==> src/rtl/fpce_page_mem.sv <==
module fpce_page_mem #(
	parameter int DEPTH = 64,
	parameter int AW    = 6
) (
	input  logic          clk,
	input  logic          we,
	input  logic [AW-1:0] waddr,
	input  logic [7:0]    wdata,
	input  logic [AW-1:0] raddr,
	output logic [7:0]    rdata
);
	logic [7:0] mem [DEPTH];

	always_ff @(posedge clk) begin
		if (we)
			mem[waddr] <= wdata;
		rdata <= mem[raddr];
	end
endmodule
==> config.mk <==
export PLATFORM = sky130hd
export DESIGN_NAME = fpce_page_mem
export DESIGN_NICKNAME = d
export VERILOG_FILES = /design/src/rtl/fpce_page_mem.sv
export SDC_FILE = /design/constraint.sdc
export NUM_CORES = 1
export LEC_CHECK = 0
export ABC_CLOCK_PERIOD_IN_PS = 3260
export BUFFER_PORTS_ARGS = -buffer_cell sky130_fd_sc_hd__buf_4
export CORE_ASPECT_RATIO = 0.75
export CORE_UTILIZATION = 35
export CTS_BUF_LIST = sky130_fd_sc_hd__clkbuf_4 sky130_fd_sc_hd__clkbuf_8
export DETAILED_ROUTE_END_ITERATION = 12
export HOLD_SLACK_MARGIN = 0.03
export PLACE_DENSITY = 0.47
export SYNTH_ARGS = -nofsm -noshare
export SYNTH_HDL_FRONTEND = slang
export SYNTH_SLANG_ARGS = --single-unit
==> constraint.sdc <==
create_clock -name clk -period 3.26 [get_ports clk]
set_clock_uncertainty 0.2 [all_clocks]
set_input_delay 0 -clock clk [delete_from_list [all_inputs] [get_ports clk]]
set_output_delay 0 -clock clk [all_outputs]
set_load 0.01 [all_outputs]
Word-level counts from Yosys, hierarchy flattened
Memories as Yosys holds them, arrays and structs flattened. A register that Yosys moved wholly into a read port is not among the register bits.
Index checks and enable logic that the tools add are counted.
{"block": "op_classes", "div_mod_pow": 0, "shifts": 0, "order_cmp": 0, "n_mul": 0, "eq_ne": 0, "addsub": 0, "reduce_logical": 0, "n_bitwise": 0, "muxes": 2}
{"cell": "2-to-1 mux 1 bit", "n": 2}
{"block": "totals", "inputBits": 22, "ff_bits": 0, "latchBits": 0, "ramBits": 512, "wordCells": 3, "out_inout_bits": 8, "mem_bits_ro": 0, "mem_count": 1}
{"memory": "mem", "depth": 64, "word_bits": 8, "rd": 1, "rd_clocked_by_memory_dff": 1, "write_ports": 1, "line_no": "12", "text": "logic [7:0] mem [DEPTH];"}

Longest topological paths before layout
Gate-level depths: netlist of run 1.
{"block": "depth", "word_depth": 2, "mapped_depth": 9}

Worst setup path after synthesis of run 1
OpenSTA, ideal clock, no wires.
{"block": "synth_path", "path_type": "reg-to-reg", "startpoint": "memory mem[29][4]", "endpoint": "register rdata[4] (read register of mem)", "arrival_ps": 1560, "required_ps": 2928, "n_path_buf": 0, "setup_slack_ps": 1368, "stages_incl_launch_ff": 6, "path_cell_list": "edfxtp_1 -> mux4_2 -> mux2_2 -> o221a_2 -> nor3_1 -> o32ai_1"}
{"element": "from (decl)", "line_no": "12"}
{"element": "to (decl)", "line_no": "10", "text": "output logic [7:0] rdata"}

==> results by stage, run 1 <==
Detailed routing:
- The average wire per standard cell is 26.04 um.
- The number of antenna-violating nets in the routed design is 0.
- The first-pass detailed-route iteration total is 5.
- Across all layers, the routed design uses approximately 10000 vias.
- In the routed layout, each cell is associated on average with a via count of about 5.
- For this block, the routed nets add up to 50100 um of wire.
- After detailed routing, the number of remaining DRC violations is 0.
- The detailed router finished its first iteration with 840 violations.

Clocking:
- The TritonCTS buffer count is 82.
- In this run the number of H-tree levels came out at 3.
- TritonCTS built the clock tree.
- The number of setup buffers added after CTS is 0.
- The tree is rooted in a clkbuf_8.
- The later pin in the worst-skew pair is clocked with a latency of 0.65 ns.
- The clock-pin transition on the worst setup and hold timing paths is 0.06 ns.
- In this run the deepest clock path goes through 3 buffers.
- The number of sinks on the clock net is 520.

Timing:
- The number of hold violations in the final report came to 0.
- Setup violations remaining at the end of the flow were counted as 0.
- The aggregate negative setup slack is 0 ns.
- The time the worst path needs with I/O delays and setup is a little over 3 ns.
- The number of slew-limit violations in the final report came to 0.
- At the pin with the least slew margin, the transition time is 1.007 ns.
- The final worst setup slack is 0.1669 ns.
- In the finished design, the share of the clock period the worst path needs comes to a little over nine tenths.
- The maximum clock frequency is 323.3 MHz.
- The post-route worst hold slack is ~0.12 ns.
- Setup repair after global routing left no endpoint under its margin.
- In this run the tightest slew margin relative to its limit is between 30 and 40%.

Power:
- The switching part of the total is 22.39%.
- Internal power comes to 10400 uW.
- Of the total power, combinational logic draws 5.6%.
- The net switching power is 3001 uW.
- Across the VDD grid, the largest voltage drop is approximately 0.00024 V.
- For this design the ratio of total power to cell area is 572.8 nW/um^2.
- The part of the total power dissipated in sequential elements is between 50% and 60%.
- Summed over all cells, the static leakage comes to 0.007387 uW.
- The design draws ~13000 uW.
- The clock network burns 39.0% of the power.

Worst setup path:
- On the worst path, the slowest cell contributes a delay of 0.57 ns.
- The most critical setup path has its startpoint at raddr[2].
- The count of buffering cells on the critical path with inverters included is 5.
- The worst setup path is launched from an input pin.
- The master of the slowest instance on the critical path is dlygate4sd3_1.
- The register-to-register setup slack is around 0.20 ns.
- The launch point of the worst reg-to-reg path is mem[55][3].
- The critical register-to-register path endpoint is rdata[3].
- The most repeated library cell on the critical path is dlygate4sd3_1.
- Traced cell by cell, the critical path runs through dlygate4sd3_1, buf_4, buf_12, mux4_2, o221ai_1, a21oi_1, o21ai_1, dlygate4sd3_1, o41ai_1, dlygate4sd3_1.
- The endpoint arrival time on the critical path is about 3.4 ns.
- The type of the worst setup path is input pin to flop.
- The worst setup path is captured at a flop.
- In this run the worst path has a maximum fanout of 38.
- The endpoint required time on the critical path is approximately 3.6 ns.
- For the worst flop-to-flop path, the logic depth is 6.
- The kind of cell with the highest combined delay on the critical path is buffers and inverters.

Final layout:
- Cells with a size suffix above 1 make up 30.94% of the layout.
- The number of nets at the end of the flow is roughly 1100.
- The number of antenna cells inserted is 0.
- Leaving out fill and tap cells, the most frequent cells in the layout are 512 x edfxtp_1, 126 x mux4_2, 92 x buf_4.
- The area added between synthesis and finish is 16.01%.
- Leaving out fill and tap cells, the most frequent cell in the layout is edfxtp_1.
- Leaving out filler cells and counting taps, the final layout contains about 1900.

Logic synthesis:
- The combined area of all synthesized cells is 20170 um^2.
- A synthesized cell averages roughly 21 um^2.
- The number of synthesis warnings is 0.
- Counting flops and latches in the post-synthesis netlist gives between 500 and 600.
- Yosys attributes the largest share of cell area to edfxtp_1 76%, mux4_2 14%, nor2_1 1.5%, mux2i_1 1.1%, dfxtp_1 0.79%.
- The most instantiated flip-flop cell in the synthesis netlist is edfxtp_1.
- The fraction of post-synthesis cell area in the top cell type by area is 76.24%.
- The number of enable flip-flop cells after synthesis is 512.
- The share of flip-flops with an asynchronous set or reset is 0%.
- After synthesis, flip-flops and latches occupy 77.03% of the total area.
- Synthesis produced 940 cells.
- The distinct cell type count after synthesis is 40.
- The number of nets handed over by synthesis was 962.
- The top cell type by total area after synthesis is edfxtp_1.

Global route:
- For this run, the total global-route usage over all layers was measured as approximately 18%.
- The initial antenna violation count came to 0.
- After global routing the overflow that remains totals 0.
- Entering global routing, the biggest net connects 65 pins.
- The number of global-route vias before repair was 10290.
- The global-route wire length before repair is approximately 73000 um.

Run:
- The number of max-cap violations is 0.

Hold path:
- The worst hold endpoint is rdata[5].
- The path class of the tightest hold or removal check is input pin to flop.
- The hold-critical path depth is 3.
- The hold path startpoint is raddr[5].

Status:
- The run finished with clean final reports.

Die:
- From left edge to right edge, the die measures between 200 and 300 um.
- The number of ports placed on the die boundary is 30.
- Once the floorplan was initialized, standard cells occupied 35.76% of the core.
- The die covers 58590 um^2.
- The die span in y is ~210 um.
- After floorplanning, the core was sized to cover 56400 um^2.
- The number of placement rows is 75.

Place:
- Routability-driven placement finished with a final weighted congestion of about 0.8.
- The port buffer count is 29.
- At the placement stage, the worst setup path has a slack of about 0.48 ns.
- The total half-perimeter wirelength after legalization and detailed placement is 30120 um.
- The number of instances in the placed design is about 1800.
==> registers in the layout, indices dropped and copies added, names as in the netlist <==
| register | flops |
|---|---|
| rdata | 8 |
| mem | 512 |
==> area by class of cell <==
type,instances,area (um^2)
clock inverters,35,181.4
well taps,770,963.4
repair buffers,126,1087
clock buffers,104,1313
multi-input cells,369,4315
fillers,5007,33000
flip-flops and latches,520,15530
==> cells in the mapped netlist (all sizes together) (7+ instances only) <==
master and number:
buf 34, clkbuf 17, dfxtp 8, edfxtp 512, mux2 13, mux2i 23, mux4 126, nand2 19
nand2b 7, nand3 13, nor2 83, nor2b 14, nor3 7, o221ai 8, o22ai 8
==> worst register-to-register path, stage by stage, from the launching register on <==
cell	delay, ns
edfxtp_1	0.36
mux4_2	0.54
mux4_2	0.52
o21ai_1	0.13
dlygate4sd3_1	0.57
o41ai_1	0.07
dlygate4sd3_1	0.57
==> per-stage QoR <==
step           utilization [%]  instance area, um^2
3_5_place_dp             38.35                21630
3_3_place_gp             38.35                21630
4_1_cts                  41.48                23390
2_1_floorplan                -                20170
5_1_grt                  41.48                23390
6_report                 41.48                23390
==> cells by family after synthesis <==
kind of cell | after synthesis | share of synthesized area (%)
DFF | 520 | 77.03
AOI/OAI and AO/OA | 54 | 2.072
buffers and inverters | 51 | 1.570
muxes | 162 | 15.94
and+or+nand+nor | 153 | 3.387
==> worst max-delay path by stage <==
stage	end	depth (start not counted)
after floorplan	rdata[4]	5
after global placement	rdata[0]	6
after detailed placement	rdata[2]	7
after CTS	rdata[3]	10
after global routing	rdata[3]	9
final	rdata[3]	10
==> power groups by stage <==
stage / clock (uW) / combinational [uW] / sequential, uW
after floorplan: 0 / 394 / 7560
after global placement: 0 / 729 / 7570
after detailed placement: 0 / 735 / 7570
after CTS: 5400 / 763 / 7430
after global routing: 5670 / 806 / 7430
final: 5230 / 748 / 7430
==> timing repair <==
item	4_1_cts	5_1_grt
endpoints found under the hold margin	1032	0
setup endpoints to repair	0	1
hold buffers	27	0
gates resized for setup	0	1
==> per-layer routing <==
metal,up-vias,global-route usage (%),wire [um]
li1,4251,-,-
met1,5298,27.54,25270
met2,247,24.77,21400
met3,79,3.740,2420
met4,0,5.097,1001
met5,-,0,0
(Power assumes the default switching activity.)
==> inputs of run 2 (changes only) <==
--- a/config.mk
+++ b/config.mk
@@ -6,11 +6,12 @@
 export NUM_CORES = 1
 export LEC_CHECK = 0
 export ABC_CLOCK_PERIOD_IN_PS = 3260
-export BUFFER_PORTS_ARGS = -buffer_cell sky130_fd_sc_hd__buf_4
+export BUFFER_PORTS_ARGS = -buffer_cell sky130_fd_sc_hd__buf_2
 export CORE_ASPECT_RATIO = 0.75
 export CORE_UTILIZATION = 35
 export CTS_BUF_LIST = sky130_fd_sc_hd__clkbuf_4 sky130_fd_sc_hd__clkbuf_8
 export DETAILED_ROUTE_END_ITERATION = 12
+export GPL_ROUTABILITY_DRIVEN = 0
 export HOLD_SLACK_MARGIN = 0.03
 export PLACE_DENSITY = 0.47
 export SYNTH_ARGS = -nofsm -noshare
==> results by stage, run 2 (synthesis gave the netlist of run 1 again) <==
Detailed routing:
- The remaining routing DRC violations is 0.
- The number of DRC violations after detailed-routing iteration 0 is 881.
- Once detail routing completed, the nets flagged for antenna violations numbered 0.
- After detailed routing, the number of vias per cell comes to 5.158.
- After detailed routing, the average wire length per cell comes to 26.27 um.
- The overall via count from detail_route is around 10000.
- The routed design has 51150 um of wire.
- The first detailed-routing pass took 5 iterations.

Timing:
- Setup repair after global routing left no endpoint under its margin.
- The number of hold violations in the final report came to 0.
- The share of the cycle needed by the critical path after routing is 91.51%.
- The headroom to the max-slew limit is 21.12%.
- The worst path in the final design needs a cycle of 2.983 ns, including I/O delays and setup.
- Setup violations remaining at the end of the flow were counted as 0.
- The post-route worst hold slack is 0.1127 ns.
- In the final timing run, aggregate negative setup slack is 0 ns.
- For the pin with the worst max-slew slack, the measured transition is between 1 and 1.5 ns.
- The number of slew-limit violations in the final report is 0.
- Timing would allow up to 335.2 MHz.

Worst setup path:
- At the worst endpoint, the required time is 3.61 ns.
- The launch point of the worst reg-to-reg path is mem[29][4].
- In this run the worst setup path terminates at rdata[4].
- The worst-case reg-to-reg path depth is 6.
- In this run the register-to-register setup slack is 0.40 ns.
- The launching instance or port of the critical path is raddr[1].
- STA classifies the critical path endpoint as a flop.
- The worst setup path is launched from an input pin.
- The worst register-to-register path ends at rdata[4].
- The maximum fanout along the worst path is 33.
- The critical path in this run is classified as input pin to flop.
- The endpoint arrival time on the critical path is 3.33 ns.

Die:
- The width of the chip is 279.2 um.
- The initial core utilization is 35.76%.
- After floorplanning, the core was divided into 75 placement rows.
- The total area inside the core boundary comes to 56400 um^2.
- The die footprint is around 59000 um^2.
- The die span in y is 209.9 um.
- 30 I/O pins were placed.

Clocking:
- Counting every sink on the clock net gives 520.
- Buffers inserted during clock tree synthesis total 84.
- The maximum root-to-sink buffer count is 3.
- For the worst-skew pair, the clock arrives at the later sink with an insertion delay of 0.66 ns.
- The clock-pin transition on the worst setup and hold timing paths is approximately 0.060 ns.
- TritonCTS built the clock tree.
- The buffer cell driving the clock tree root is clkbuf_8.
- CTS built an H-tree with a depth of 3.

Status:
- The flow ran to the end, and the final reports show no timing, DRC or antenna violations.

Global route:
- The remaining global-route overflow is 0.
- The overall global routing resource usage is around 18%.
- The number of global-route vias before repair came to 10420.
- The global-route wire length before repair is 75130 um.
- The initial antenna violation count is 0.
- Entering global routing, the biggest net connects between 60 and 70 pins.

Final layout:
- The layout has 4964 filler cells.
- The commonest non-fill, non-tap cell in the layout is edfxtp_1.
- The register with the most flip-flops in the layout has 512 of them.
- In the final layout, the multi-input gates occupy roughly 4300 um^2.
- The largest registers in the layout are mem x512, rdata x8.
- The sequential cells in the finished layout cover a total of about 16000 um^2.
- The top cell types in the final layout, fill and taps aside, are 512 x edfxtp_1, 126 x mux4_2, 86 x clkbuf_8.
- For this run, the number of standard cells in the final layout without fillers is between 1500 and 2000.
- The register with the most flip-flops is mem.
- The fraction of layout cells with a size suffix above 1 is 32.23%.
- The final layout contains roughly 1100 nets.
- The area added between synthesis and finish is 16.75%.

Run:
- The number of max-cap violations is 0.

Hold path:
- The worst hold path belongs to the class input pin to flop.

Place:
- During placement, the flow inserted port buffers numbering 29.
- Once placement completed, the tool counted placed cells totaling about 1800.
- The HPWL after detailed placement is 32280 um.

Power:
- The power density over cell area is 581.0 nW/um^2.
- Summed over all nets, the switching power comes to 3041 uW.
- The switching part of the total is 22.23%.
- The clock group share of total power is 40.1%.
- The internal power summed over all cells is around 11000 uW.
- The combinational share of power is 5.5%.
- Overall power consumption after layout is estimated at 13680 uW.
- The part of the total power dissipated in sequential elements is 54.3%.
- The worst supply voltage drop on vdd is 0.0002724 V.
- The leakage power is 0.007480 uW.
-- run 2: what timing repair did --
action,CTS,global route
hold endpoints to repair,822,0
hold buffers,25,0
setup buffers,0,0
resized for setup,0,0
-- run 2: layout make-up --
class | instances | share of cell area, %
clock buffers | 108 | 5.729
flip-flops and latches | 520 | 65.98
clock inverters | 41 | 1.121
multi-input cells | 369 | 18.33
well taps | 770 | 4.092
diodes | 1 | 0.01063
repair buffers | 138 | 4.740
-- run 2: per-layer routing --
layer / vias to the layer above / share of wire (%) / GRT usage [%]
met4: 0 / 2.1 / 5.002
met1: 5389 / 50 / 27.90
met5: - / 0 / 0
met2: 274 / 42 / 24.51
met3: 82 / 6.4 / 5.132
li1: 4297 / - / -
-- run 2: how the worst min path moves through the flow --
stage	from	to	slack (ns)	cells after the start
after CTS	raddr[0]	rdata[7]	0.08	5
after detailed placement	rdata[5]	rdata[5]	0.25	1
after floorplan	wdata[0]	mem[0][0]	-0.10	0
after global routing	raddr[0]	rdata[7]	0.14	5
final	raddr[0]	rdata[7]	0.11	5
after global placement	rdata[5]	rdata[5]	0.24	1
-- run 2: worst max-delay path, cell delays in order --
cell and delay, ns:
dlygate4sd3_1 0.52, buf_4 0.52, buf_4 0.32, nand2b_1 0.36, o221ai_1 0.29, nor2_1 0.13
nor3_1 0.41, o32ai_1 0.15, dlygate4sd3_1 0.56
-- run 2: through the flow --
step	worst slack [ns]	instance area [um^2]	utilization, %
2_1_floorplan	1.368	20170	-
3_3_place_gp	0.6000	21680	38.44
3_5_place_dp	0.6010	21680	38.44
4_1_cts	0.2885	23540	41.74
5_1_grt	0.1824	23540	41.74
6_report	0.2766	23550	41.75
-- run 2: power by group through the flow --
stage	registers (uW)	clock network (uW)	logic, uW
finish	7430	5490	753
floorplan	7560	0	394
global placement	7570	0	742
detailed placement	7570	0	744
global route	7430	5920	811
CTS	7430	5650	772
